--- src/hw/rtl/assert_macros.svh ---
// assertion macros used by the rtl top level
`ifndef ASSERT_MACROS_SVH
`define ASSERT_MACROS_SVH

// property must hold at every clock edge outside reset
`define ASSERT_PROP(label, clk, rst_n, prop, msg) \
	label: assert property (@(posedge clk) disable iff (!rst_n) prop) else $error(msg);

// condition must never be true outside reset
`define ASSERT_NEVER(label, clk, rst_n, cond, msg) \
	label: assert property (@(posedge clk) disable iff (!rst_n) !(cond)) else $error(msg);

`endif

--- src/hw/rtl/ubxd_pkg.sv ---
// types and constants shared by the deframer modules
package ubxd_pkg;

	localparam int BYTE_W      = 8;
	localparam int LEN_W       = 7;
	localparam int IDX_W       = 6;
	localparam int FRAME_LEN_W = 16;
	localparam int SKIP_W      = 17;
	localparam int TDATA_W     = 48;
	localparam int TUSER_W     = 3;
	localparam int TDATA_PAD_W = TDATA_W - (3 * BYTE_W + LEN_W + BYTE_W + IDX_W);

	typedef enum logic [1:0] {
		ST_NONE     = 2'd0,
		ST_PASS     = 2'd1,
		ST_FRAME    = 2'd2,
		ST_OVERSIZE = 2'd3
	} status_t;

	typedef enum logic {
		CMD_SINGLE = 1'b0,
		CMD_RUN    = 1'b1
	} cmd_kind_t;

	// one command per accepted byte, handed from parser to emitter
	typedef struct packed {
		cmd_kind_t          kind;
		status_t            status;
		logic [BYTE_W-1:0]  pass_byte;
		logic [BYTE_W-1:0]  msg_class;
		logic [BYTE_W-1:0]  msg_id;
		logic [LEN_W-1:0]   payload_len;
	} cmd_t;

	// payload buffer write port
	typedef struct packed {
		logic               en;
		logic [IDX_W-1:0]   addr;
		logic [BYTE_W-1:0]  data;
	} wr_t;

endpackage

--- src/hw/rtl/ubxd_parser.sv ---
// frame parser: sync hunt, header capture, fletcher sum, payload writes
module ubxd_parser
	import ubxd_pkg::*;
#(
	parameter int MAX_PAYLOAD = 64,
	parameter int SYNC_FIRST  = 181,
	parameter int SYNC_SECOND = 98
) (
	input  logic              clk,
	input  logic              arst_n,
	input  logic              in_valid,
	output logic              in_ready,
	input  logic [BYTE_W-1:0] in_byte,
	input  logic              run_busy,
	input  logic              cmd_take,
	output logic              cmd_valid,
	output cmd_t              cmd,
	output wr_t               wr
);

	localparam logic [BYTE_W-1:0]      SYNC1_B = BYTE_W'(SYNC_FIRST);
	localparam logic [BYTE_W-1:0]      SYNC2_B = BYTE_W'(SYNC_SECOND);
	localparam logic [FRAME_LEN_W-1:0] MAX_LEN = FRAME_LEN_W'(MAX_PAYLOAD);

	typedef enum logic [9:0] {
		PH_SYNC1   = 10'b00_0000_0001,
		PH_SYNC2   = 10'b00_0000_0010,
		PH_CLASS   = 10'b00_0000_0100,
		PH_ID      = 10'b00_0000_1000,
		PH_LEN_LO  = 10'b00_0001_0000,
		PH_LEN_HI  = 10'b00_0010_0000,
		PH_PAYLOAD = 10'b00_0100_0000,
		PH_CK_A    = 10'b00_1000_0000,
		PH_CK_B    = 10'b01_0000_0000,
		PH_SKIP    = 10'b10_0000_0000
	} phase_t;

	phase_t                   phase_q, phase_d;
	logic                     cmd_valid_q;
	cmd_t                     cmd_q, cmd_d;
	logic [BYTE_W-1:0]        class_q, class_d;
	logic [BYTE_W-1:0]        id_q, id_d;
	logic [FRAME_LEN_W-1:0]   len_q, len_d;
	logic [BYTE_W-1:0]        sum_a_q, sum_a_d;
	logic [BYTE_W-1:0]        sum_b_q, sum_b_d;
	logic [BYTE_W-1:0]        recv_a_q, recv_a_d;
	logic [LEN_W-1:0]         fill_q, fill_d;
	logic [SKIP_W-1:0]        skip_q, skip_d;
	logic                     accept;
	logic [BYTE_W-1:0]        add_a;
	logic [BYTE_W-1:0]        add_b;
	logic [FRAME_LEN_W-1:0]   full_len;
	logic [LEN_W-1:0]         fill_inc;
	logic [SKIP_W-1:0]        skip_dec;

	// interlock: no new byte while a command waits or a payload run reads the buffer
	assign in_ready = !cmd_valid_q && !run_busy;
	assign accept   = in_valid && in_ready;

	assign add_a    = sum_a_q + in_byte;
	assign add_b    = sum_b_q + add_a;
	assign full_len = {in_byte, len_q[BYTE_W-1:0]};
	assign fill_inc = fill_q + LEN_W'(1);
	assign skip_dec = skip_q - SKIP_W'(1);

	always_comb begin
		phase_d  = phase_q;
		class_d  = class_q;
		id_d     = id_q;
		len_d    = len_q;
		sum_a_d  = sum_a_q;
		sum_b_d  = sum_b_q;
		recv_a_d = recv_a_q;
		fill_d   = fill_q;
		skip_d   = skip_q;
		cmd_d    = '{kind: CMD_SINGLE, status: ST_NONE, pass_byte: '0,
			msg_class: '0, msg_id: '0, payload_len: '0};
		unique case (phase_q)
			PH_SYNC1: begin
				if (in_byte == SYNC1_B) begin
					phase_d = PH_SYNC2;
				end else begin
					cmd_d.status    = ST_PASS;
					cmd_d.pass_byte = in_byte;
				end
			end
			PH_SYNC2: begin
				if (in_byte == SYNC2_B) begin
					phase_d = PH_CLASS;
				end else if (in_byte != SYNC1_B) begin
					phase_d         = PH_SYNC1;
					cmd_d.status    = ST_PASS;
					cmd_d.pass_byte = in_byte;
				end
			end
			PH_CLASS: begin
				class_d = in_byte;
				sum_a_d = in_byte;
				sum_b_d = in_byte;
				phase_d = PH_ID;
			end
			PH_ID: begin
				id_d    = in_byte;
				sum_a_d = add_a;
				sum_b_d = add_b;
				phase_d = PH_LEN_LO;
			end
			PH_LEN_LO: begin
				len_d   = {{(FRAME_LEN_W-BYTE_W){1'b0}}, in_byte};
				sum_a_d = add_a;
				sum_b_d = add_b;
				phase_d = PH_LEN_HI;
			end
			PH_LEN_HI: begin
				len_d   = full_len;
				sum_a_d = add_a;
				sum_b_d = add_b;
				fill_d  = '0;
				if (full_len > MAX_LEN) begin
					// skip payload and both checksum bytes
					skip_d  = SKIP_W'(full_len) + SKIP_W'(2);
					phase_d = PH_SKIP;
				end else if (full_len == '0) begin
					phase_d = PH_CK_A;
				end else begin
					phase_d = PH_PAYLOAD;
				end
			end
			PH_PAYLOAD: begin
				fill_d  = fill_inc;
				sum_a_d = add_a;
				sum_b_d = add_b;
				if (FRAME_LEN_W'(fill_inc) >= len_q) begin
					phase_d = PH_CK_A;
				end
			end
			PH_CK_A: begin
				recv_a_d = in_byte;
				phase_d  = PH_CK_B;
			end
			PH_CK_B: begin
				phase_d = PH_SYNC1;
				if (recv_a_q == sum_a_q && in_byte == sum_b_q) begin
					cmd_d.status      = ST_FRAME;
					cmd_d.msg_class   = class_q;
					cmd_d.msg_id      = id_q;
					cmd_d.payload_len = len_q[LEN_W-1:0];
					if (len_q != '0) begin
						cmd_d.kind = CMD_RUN;
					end
				end
			end
			PH_SKIP: begin
				skip_d = skip_dec;
				if (skip_dec == '0) begin
					phase_d         = PH_SYNC1;
					cmd_d.status    = ST_OVERSIZE;
					cmd_d.msg_class = class_q;
					cmd_d.msg_id    = id_q;
				end
			end
			default: begin
				phase_d = PH_SYNC1;
			end
		endcase
	end

	always_ff @(posedge clk or negedge arst_n) begin
		if (!arst_n) begin
			phase_q     <= PH_SYNC1;
			cmd_valid_q <= 1'b0;
		end else if (accept) begin
			phase_q     <= phase_d;
			cmd_valid_q <= 1'b1;
		end else if (cmd_take) begin
			cmd_valid_q <= 1'b0;
		end
	end

	always_ff @(posedge clk) begin
		if (accept) begin
			cmd_q    <= cmd_d;
			class_q  <= class_d;
			id_q     <= id_d;
			len_q    <= len_d;
			sum_a_q  <= sum_a_d;
			sum_b_q  <= sum_b_d;
			recv_a_q <= recv_a_d;
			fill_q   <= fill_d;
			skip_q   <= skip_d;
		end
	end

	assign cmd_valid = cmd_valid_q;
	assign cmd       = cmd_q;

	assign wr.en   = accept && (phase_q == PH_PAYLOAD);
	assign wr.addr = fill_q[IDX_W-1:0];
	assign wr.data = in_byte;

endmodule

--- src/hw/rtl/ubxd_emitter.sv ---
// payload buffer and result emitter with registered output beat
module ubxd_emitter
	import ubxd_pkg::*;
#(
	parameter int MAX_PAYLOAD = 64
) (
	input  logic               clk,
	input  logic               arst_n,
	input  wr_t                wr,
	input  logic               cmd_valid,
	input  cmd_t               cmd,
	output logic               cmd_take,
	output logic               run_busy,
	output logic               m_tvalid,
	input  logic               m_tready,
	output logic [TDATA_W-1:0] m_tdata,
	output logic [TUSER_W-1:0] m_tuser,
	output logic               m_tlast
);

	localparam int AW = (MAX_PAYLOAD > 1) ? $clog2(MAX_PAYLOAD) : 1;

	typedef enum logic [1:0] {
		EM_IDLE = 2'b01,
		EM_RUN  = 2'b10
	} em_state_t;

	logic [BYTE_W-1:0]  mem [MAX_PAYLOAD];
	logic [BYTE_W-1:0]  rdata_q;

	em_state_t          state_q;
	logic               out_valid_q;
	logic               rd_ok_q;
	logic [IDX_W-1:0]   idx_q;
	logic [BYTE_W-1:0]  run_class_q;
	logic [BYTE_W-1:0]  run_id_q;
	logic [LEN_W-1:0]   run_len_q;

	status_t            out_status_q;
	logic [BYTE_W-1:0]  out_pass_q;
	logic [BYTE_W-1:0]  out_class_q;
	logic [BYTE_W-1:0]  out_id_q;
	logic [LEN_W-1:0]   out_len_q;
	logic               out_has_q;
	logic [BYTE_W-1:0]  out_pbyte_q;
	logic [IDX_W-1:0]   out_idx_q;
	logic               out_last_q;

	logic               out_free;
	logic               take_single;
	logic               take_run;
	logic               load_run;
	logic               last_hit;

	// one read port, data registered; address is the run index
	always_ff @(posedge clk) begin
		if (wr.en) begin
			mem[wr.addr[AW-1:0]] <= wr.data;
		end
		rdata_q <= mem[idx_q[AW-1:0]];
	end

	assign out_free    = !out_valid_q || m_tready;
	assign run_busy    = (state_q == EM_RUN);
	assign cmd_take    = (state_q == EM_IDLE) && cmd_valid && out_free;
	assign take_single = cmd_take && (cmd.kind == CMD_SINGLE);
	assign take_run    = cmd_take && (cmd.kind == CMD_RUN);
	assign load_run    = run_busy && rd_ok_q && out_free;
	assign last_hit    = ({1'b0, idx_q} + LEN_W'(1)) == run_len_q;

	always_ff @(posedge clk or negedge arst_n) begin
		if (!arst_n) begin
			state_q     <= EM_IDLE;
			out_valid_q <= 1'b0;
			rd_ok_q     <= 1'b0;
			idx_q       <= '0;
		end else begin
			// read data is good once rdata_q has registered the settled index
			rd_ok_q <= run_busy && !load_run;
			if (take_single || load_run) begin
				out_valid_q <= 1'b1;
			end else if (m_tready) begin
				out_valid_q <= 1'b0;
			end
			if (take_run) begin
				state_q <= EM_RUN;
				idx_q   <= '0;
			end else if (load_run) begin
				idx_q <= idx_q + IDX_W'(1);
				if (last_hit) begin
					state_q <= EM_IDLE;
				end
			end
		end
	end

	always_ff @(posedge clk) begin
		if (take_run) begin
			run_class_q <= cmd.msg_class;
			run_id_q    <= cmd.msg_id;
			run_len_q   <= cmd.payload_len;
		end
		if (take_single) begin
			out_status_q <= cmd.status;
			out_pass_q   <= cmd.pass_byte;
			out_class_q  <= cmd.msg_class;
			out_id_q     <= cmd.msg_id;
			out_len_q    <= cmd.payload_len;
			out_has_q    <= 1'b0;
			out_pbyte_q  <= '0;
			out_idx_q    <= '0;
			out_last_q   <= 1'b1;
		end else if (load_run) begin
			out_status_q <= ST_FRAME;
			out_pass_q   <= '0;
			out_class_q  <= run_class_q;
			out_id_q     <= run_id_q;
			out_len_q    <= run_len_q;
			out_has_q    <= 1'b1;
			out_pbyte_q  <= rdata_q;
			out_idx_q    <= idx_q;
			out_last_q   <= last_hit;
		end
	end

	assign m_tvalid = out_valid_q;
	assign m_tdata  = {{TDATA_PAD_W{1'b0}}, out_idx_q, out_pbyte_q, out_len_q,
		out_id_q, out_class_q, out_pass_q};
	assign m_tuser  = {out_has_q, out_status_q};
	assign m_tlast  = out_last_q;

endmodule

--- src/hw/rtl/ubx_stream_deframer.sv ---
// top level of the ubx stream deframer: parser plus buffered result emitter
// a byte's single result beat passes the command register, then the output register
// no new byte is accepted while a command waits in its slot or a payload run is busy
// good frame: payload_len buffered beats with input held, or one beat if payload is empty
// reset: arst_n clears phase and handshake state at once; the payload buffer is not cleared
`include "assert_macros.svh"

module ubx_stream_deframer
	import ubxd_pkg::*;
#(
	parameter int MAX_PAYLOAD = 64,
	parameter int SYNC_FIRST  = 181,
	parameter int SYNC_SECOND = 98
) (
	input  logic               clk,
	input  logic               arst_n,
	input  logic               s_tvalid,
	output logic               s_tready,
	input  logic [BYTE_W-1:0]  s_tdata,   // in_byte
	output logic               m_tvalid,
	input  logic               m_tready,
	output logic [TDATA_W-1:0] m_tdata,   // pass_byte, msg_class, msg_id, payload_len,
	                                      // payload_byte, byte_index, zero pad
	output logic [TUSER_W-1:0] m_tuser,   // status, has_byte
	output logic               m_tlast
);

	logic cmd_valid;
	logic cmd_take;
	logic run_busy;
	cmd_t cmd;
	wr_t  wr;
	logic last_payload_beat;
	logic last_idx_ok;

	ubxd_parser #(
		.MAX_PAYLOAD (MAX_PAYLOAD),
		.SYNC_FIRST  (SYNC_FIRST),
		.SYNC_SECOND (SYNC_SECOND)
	) u_parser (
		.clk       (clk),
		.arst_n    (arst_n),
		.in_valid  (s_tvalid),
		.in_ready  (s_tready),
		.in_byte   (s_tdata),
		.run_busy  (run_busy),
		.cmd_take  (cmd_take),
		.cmd_valid (cmd_valid),
		.cmd       (cmd),
		.wr        (wr)
	);

	ubxd_emitter #(
		.MAX_PAYLOAD (MAX_PAYLOAD)
	) u_emitter (
		.clk       (clk),
		.arst_n    (arst_n),
		.wr        (wr),
		.cmd_valid (cmd_valid),
		.cmd       (cmd),
		.cmd_take  (cmd_take),
		.run_busy  (run_busy),
		.m_tvalid  (m_tvalid),
		.m_tready  (m_tready),
		.m_tdata   (m_tdata),
		.m_tuser   (m_tuser),
		.m_tlast   (m_tlast)
	);

	assign last_payload_beat = m_tvalid && m_tlast && m_tuser[2];
	assign last_idx_ok       = (LEN_W'(m_tdata[44:39]) + LEN_W'(1)) == m_tdata[30:24];

	// buffer must not be written while a run reads it
	`ASSERT_NEVER(a_no_write_in_run, clk, arst_n, wr.en && run_busy, "buffer write during run")
	// a pending command is never lost
	`ASSERT_PROP(a_cmd_held, clk, arst_n, cmd_valid && !cmd_take |=> cmd_valid, "command dropped")
	// final payload beat sits at the last index of the payload
	`ASSERT_PROP(a_last_index, clk, arst_n, last_payload_beat |-> last_idx_ok, "bad last index")

endmodule
--- config.mk ---
export PLATFORM = sky130hd
export DESIGN_NAME = ubx_stream_deframer
export DESIGN_NICKNAME = d
export VERILOG_FILES = /design/src/hw/rtl/ubxd_pkg.sv /design/src/hw/rtl/ubxd_parser.sv /design/src/hw/rtl/ubxd_emitter.sv /design/src/hw/rtl/ubx_stream_deframer.sv
export VERILOG_INCLUDE_DIRS = /design/src /design/src/hw/rtl
export SDC_FILE = /design/constraint.sdc
export NUM_CORES = 1
export LEC_CHECK = 0
export BUFFER_PORTS_ARGS = -buffer_cell sky130_fd_sc_hd__buf_2
export CORE_UTILIZATION = 29
export CTS_BUF_LIST = sky130_fd_sc_hd__clkbuf_16
export CTS_CLUSTER_DIAMETER = 50
export DETAILED_ROUTE_END_ITERATION = 12
export GPL_TIMING_DRIVEN = 1
export PLACE_DENSITY = 0.54
export SLEW_MARGIN = 10
export SYNTH_ARGS = -nofsm -noshare
export SYNTH_HDL_FRONTEND = slang
export SYNTH_SLANG_ARGS = --single-unit
--- constraint.sdc ---
create_clock -name clk -period 5.8 [get_ports clk]
set_clock_uncertainty 0.1 [all_clocks]
set_input_delay 0.29 -clock clk [delete_from_list [all_inputs] [get_ports clk]]
set_output_delay 0.29 -clock clk [all_outputs]
set_load 0.01 [all_outputs]
==> results of run 1 <==
## through the flow
stage	setup slack [ns]	instances	hold WS [ns]	util, %	cell area [µm²]
2_1_floorplan	2.562	1632	-0.1056	-	29750
3_3_place_gp	1.963	3004	0.2107	31.16	31700
3_5_place_dp	1.843	3004	0.2199	31.16	31700
4_1_cts	1.828	3168	0.1060	33.94	34530
5_1_grt	1.626	3169	0.1283	33.94	34540
6_report	1.873	3170	0.1368	33.95	34540
## cells in the final DEF (no fill, tap or decap), types with 9 or more instances in the layout
cell type,count
edfxtp_1,682
mux4_2,168
nor2_1,129
clkbuf_16,85
nand2_1,72
buf_2,62
a21oi_1,44
xnor2_1,42
inv_1,37
nor2b_1,35
nand3_1,33
xor2_1,33
and2_1,32
mux2_2,29
ha_1,26
dfxtp_1,24
buf_4,22
dfrtp_1,16
nor4_1,13
nor3_1,13
mux2_1,12
o21ai_0,11
inv_6,11
nand2b_1,10
clkinv_1,10
or3_1,9
clkinv_4,9
## logic make-up after synthesis
| group | synth area share, % |
|---|---|
| compound gates | 1.939 |
| xor+xnor | 2.284 |
| fa+ha+maj | 1.228 |
| buf+inv | 1.434 |
| flops | 72.24 |
| mux | 14.34 |
| other cells | 0.01261 |
| simple gates | 6.520 |
## state kept, by name (all words and copies together) (netlist names), 8 cells and up
name	flops
u_emitter.mem	512
u_parser.cmd	34
u_parser.skip_q	17
u_parser.len_q	16
u_parser.phase_q	10
u_emitter.out_class_q	8
u_emitter.out_id_q	8
u_emitter.out_pass_q	8
u_emitter.out_pbyte_q	8
u_emitter.rdata_q	8
u_emitter.run_class_q	8
u_emitter.run_id_q	8
u_parser.class_q	8
u_parser.id_q	8
u_parser.recv_a_q	8
u_parser.sum_a_q	8
u_parser.sum_b_q	8
## cell type report
cell class	count	area, µm²
repair buffers	94	605.6
flip-flops and latches	727	21500
diodes	2	5.005
inverters	24	90.09
clock buffers	85	2127
multi-input cells	798	7869
well taps	1368	1712
fillers	9556	67200
clock inverters	72	633.1
## worst register-to-register path: stages, from the launching register on
cell     delay (ns)
dfrtp_1        0.44
nor4_1         0.35
and2_1         0.27
nand2_1        0.16
nor3b_1        0.53
and3_1         0.31
nand3_1        0.58
nor2_1         0.81
## power breakdown
part,leakage (nW),switching (mW),internal (mW)
logic,2.95,1.62,1.43
clock network,1.39,2.25,2.97
registers,6.65,0.253,6.01
## worst max-delay path by stage
stage | from | to | slack (ns) | cells after the start
2_1_floorplan | u_parser.phase_q[6]$_DFFE_PN0P_ | u_parser.skip_q[0]$_DFFE_PP_ | 2.56 | 8
3_3_place_gp | u_parser.phase_q[8]$_DFFE_PN0P_ | u_emitter.mem[31][0]$_DFFE_PP_ | 1.96 | 7
3_5_place_dp | u_parser.phase_q[8]$_DFFE_PN0P_ | u_emitter.mem[50][4]$_DFFE_PP_ | 1.84 | 6
4_1_cts | u_parser.phase_q[8]$_DFFE_PN0P_ | u_emitter.mem[50][5]$_DFFE_PP_ | 1.83 | 6
5_1_grt | u_parser.phase_q[8]$_DFFE_PN0P_ | u_emitter.mem[6][5]$_DFFE_PP_ | 1.63 | 6
6_report | u_parser.phase_q[8]$_DFFE_PN0P_ | u_emitter.mem[63][3]$_DFFE_PP_ | 1.87 | 7
## timing repair
action                     CTS  global route
setup endpoints to repair    0             0
hold buffers                 7             0
hold endpoints to repair    28             0
## per-layer routing
layer / up-vias / share of wire, % / global-route usage (%)
met3: 120 / 6.5 / 3.171
met1: 7814 / 41 / 17.84
met2: 457 / 49 / 22.88
met5: - / 0.011 / 0
met4: 2 / 3.2 / 5.672
li1: 6634 / - / -
==> results.cfg, run 1 <==
[grt]
track_usage_pct = 13.96
gr-total-overflow = 0
grt_first_pass_wirelength_mm = 106.2
grt_pass1_vias = 15635
grt_max_degree = 80
antenna_found_initial = 6

[routing]
dr.pass1.iters = 9
viasPerCell = 4.740
ant_nets = 0
routed_wl_mm = 71.75
via_count = 15027
drt_iter0_markers = 1232
avgRoutedWirePerCell_um = 22.64
drcViolationCount = 4

[sta]
worst_pin_slew_ns = 1.181
slew_viol_final = 0
setup_viol = 0
fin_crit_sh_pct = 67.70
max_freq_mhz = 254.7
fin_tns_setup_ns = 0
max_slew_margin_pct = 21.27
finalHoldViolations = 0
rsz0062_at_grt = no
period_needed_ns = 3.927

[clock_tree]
cts-resized-gates = 0
clock-sinks = 727
cts_tree = done
clock_latency_ns = 0.65
cts_max_level = 3
post_cts_buffers = 0
cts_root_buf = clkbuf_16
clkTransAtPathRegs_ns = 0.06
cts_buffers = 85
cts.path.max_buffers = 3

[floorplanning]
start_util_pct = 29.24
ioPinCount = 66
die_w_um = 322.3
dieArea_um2 = 103900
core_um2 = 101700
fp.dieH_um = 322.3
rows = 117

[critical_path]
worstSetupPathType = reg -> reg
r2r_slack_ns = 1.87
r2r_start = u_parser.phase_q[8]$_DFFE_PN0P_
cp-end-kind = flop
r2r-end = u_emitter.mem[63][3]$_DFFE_PP_
required_ns = 5.96
path_cells = nor4_1 > and2_1 > nand2_1 > nor3b_1 > and3_1 > nand3_1 > nor2_1
max_stage_delay_ns = 0.81
path_buf_inv = 0
critPathTopFamily = simple AND/OR/NAND/NOR gates
cp_max_fo = 8
crit_arrival_ns = 4.09
reg2reg_depth = 7
start_kind = flop
crit_slowest_cell = nor2_1

[status]
violations = design-rule violations
status = complete, but fails checks

[cells_and_area]
fin_nets = 1770
area_growth_syn_to_layout_pct = 16.11
drive_gt1_share_pct = 24.22

[synth]
synth_edf_count = 682
ys_top_cells_by_area = edfxtp_1, mux4_2, nor2_1
ys_seq_area_share_pct = 72.24
synth_warnings = 0
yosys-top-cells-count = edfxtp_1, mux4_2, nor2_1, nand2_1, clkbuf_1
synth_most_common_cell = edfxtp_1
synthArstFlopShare_pct = 2.889
ys_types = 66
ys.flop_type = edfxtp_1
postSynthAreaPerCell_um2 = 18.25
ys_ff_latch = 727
yosys.area.top_type = edfxtp_1
netlist.area_leader.share_pct = 68.85
syn_inst = 1630
netlist_area_um2 = 29740

[power]
power_density_nw_per_um2 = 420.6
leakagePower_nw = 11.00
peakVddDrop_mv = 0.2377
power_mw = 14.53

[hold_path]
hold_class = in -> reg
hold_end = u_parser.sum_a_q[0]$_DFFE_PP_
hold_start = s_tdata[0]
hold_depth = 3

[placement]
hpwl_mm = 44.81
port_buffers = 62
gp_congestion = 0.7694

[job]
drv_cap = 0
Note: power is estimated with default switching activity, not from simulation.
==> run 2: changes to the inputs <==
==> constraint.sdc (replaced) <==
create_clock -name clk -period 3.93 [get_ports clk]
set_clock_uncertainty 0.1 [all_clocks]
set_input_delay 0.1965 -clock clk [delete_from_list [all_inputs] [get_ports clk]]
set_output_delay 0.1965 -clock clk [all_outputs]
set_load 0.01 [all_outputs]
==> results.cfg, run 2 (same netlist as run 1, synthesis figures left out) <==
[cells_and_area]
multi_input_area_um2 = 7864
fin_nets = 1847
diodes = 0
most-common-layout-cells = edfxtp_1, mux4_2, nor2_1
area_growth_syn_to_layout_pct = 18.85
layout_commonest_cell = edfxtp_1
regArea_um2 = 21500
drive_gt1_share_pct = 27.24
n_fill_cell = 9467
fin_util_pct = 34.75
largest_reg_flops = 512

[clock_tree]
cts_buffers = 85
holdBufCountCts = 10
cts.path.max_buffers = 3
clock-sinks = 727
cts-resized-gates = 0
clkTransAtPathRegs_ns = 0.06
cts_max_level = 3
cts_root_buf = clkbuf_16
post_cts_buffers = 0
cts_tree = done
clock_latency_ns = 0.65

[job]
drv_cap = 0

[routing]
viasPerCell = 4.725
routed_wl_mm = 71.91
dr.pass1.iters = 5
ant_nets = 0
drt_iter0_markers = 1451
avgRoutedWirePerCell_um = 22.17
drcViolationCount = 0
via_count = 15327

[power]
power_density_nw_per_um2 = 620.2
peakVddDrop_mv = 0.3965
leakagePower_nw = 11.50

[placement]
hpwl_mm = 47.36
gp_congestion = 0.7712
port_buffers = 62

[critical_path]
crit_slowest_cell = nor2_1
max_stage_delay_ns = 0.81
path_cells = nor4_1 > and2_1 > nand4_1 > buf_4 > nor3_1 > nand2_1 > nor2_1
cp_max_fo = 9
reg2reg_depth = 7
cp-end-kind = flop
worstSetupPathType = reg -> reg
start_kind = flop
required_ns = 4.10
crit_arrival_ns = 3.73

[floorplanning]
core_um2 = 101700
dieArea_um2 = 103900
ioPinCount = 66
rows = 117
fp.dieH_um = 322.3
die_w_um = 322.3
start_util_pct = 29.24

[grt]
antenna_found_initial = 2
track_usage_pct = 13.98
gr-total-overflow = 0
grt_first_pass_wirelength_mm = 106.4
grt_pass1_vias = 15848
grt_max_degree = 80

[sta]
setup_viol = 0
rsz0062_at_grt = no
period_needed_ns = 3.563
slew_viol_final = 0
fin_tns_setup_ns = 0
finalHoldViolations = 0
max_slew_margin_pct = 24.11
hold_ws_ns = 0.02867
worst_pin_slew_ns = 1.130
max_freq_mhz = 280.7
fin_crit_sh_pct = 90.65

[status]
status = finished clean

[hold_path]
hold_class = in -> reg
hold_depth = 2
run 2: cell types whose count changed in the layout (fill, tap and decap cells not counted), moves of 2 or more:
cell / before / now
clkinv_4: 9 / 4
dlygate4sd3_1: 7 / 10
clkbuf_16: 85 / 88
inv_8: 4 / 2
inv_6: 11 / 6
buf_4: 22 / 88
clkinvlp_4: 6 / 4
clkinv_16: 0 / 3
diode_2: 2 / 0
bufinv_16: 5 / 8
clkinv_1: 10 / 7
clkinv_2: 7 / 14
buf_12: 3 / 11
run 2: power by group:
group	leakage [nW]	total, mW	internal (mW)	switching, mW
Sequential	6.65	9.28	8.87	0.409
Clock	1.47	7.96	4.67	3.29
Combinational	3.39	4.68	2.27	2.41
run 2: critical path, delay by kind of cell (launching register included):
kind / cells / cell delay (ns)
AND/OR/NAND/NOR: 6 / 2.44
flip-flops: 1 / 0.44
buffers and inverters: 1 / 0.20
run 2: per-stage QoR:
step | total power, mW | cell area [µm²] | setup WS [ns] | std cells
floorplan | 12.30 | 29750 | 0.6921 | 1632
CTS | 22.22 | 35350 | 0.3599 | 3244
detailed placement | 14.23 | 32350 | 0.3009 | 3078
global route | 22.77 | 35350 | 0.1600 | 3244
finish | 21.93 | 35350 | 0.3674 | 3244
global placement | 14.19 | 32350 | 0.4440 | 3078
run 2: worst paths after layout:
kind	from	endpoint	slack, ns
max	u_parser.phase_q[8]$_DFFE_PN0P_	u_emitter.mem[52][7]$_DFFE_PP_	0.37
max in group asynchronous	arst_n	u_parser.phase_q[4]$_DFFE_PN0P_	2.15
min reg2reg	u_parser.cmd[13]$_DFFE_PP_	u_emitter.run_id_q[6]$_DFFE_PP_	0.34
min	s_tdata[2]	u_parser.id_q[2]$_DFFE_PP_	0.03
min in group asynchronous	arst_n	u_parser.phase_q[1]$_DFFE_PN0P_	0.53
max reg2reg	u_parser.phase_q[8]$_DFFE_PN0P_	u_emitter.mem[52][7]$_DFFE_PP_	0.37
run 2: final cells by class:
class / count / area share [%]
sequential: 727 / 60.81
multi-input combinational: 798 / 22.24
clock inverter: 68 / 1.968
inverter: 24 / 0.2548
clock buffer: 88 / 6.229
tap: 1368 / 4.842
timing repair buffer: 171 / 3.653
run 2: layer usage:
| metal | vias to the layer above | wire length, µm | global-route usage [%] |
|---|---|---|---|
| met5 | - | 0 | 0 |
| met4 | 0 | 1972 | 4.825 |
| met3 | 105 | 3583 | 2.336 |
| met2 | 386 | 35430 | 23.19 |
| met1 | 8059 | 30910 | 18.52 |
| li1 | 6777 | - | - |
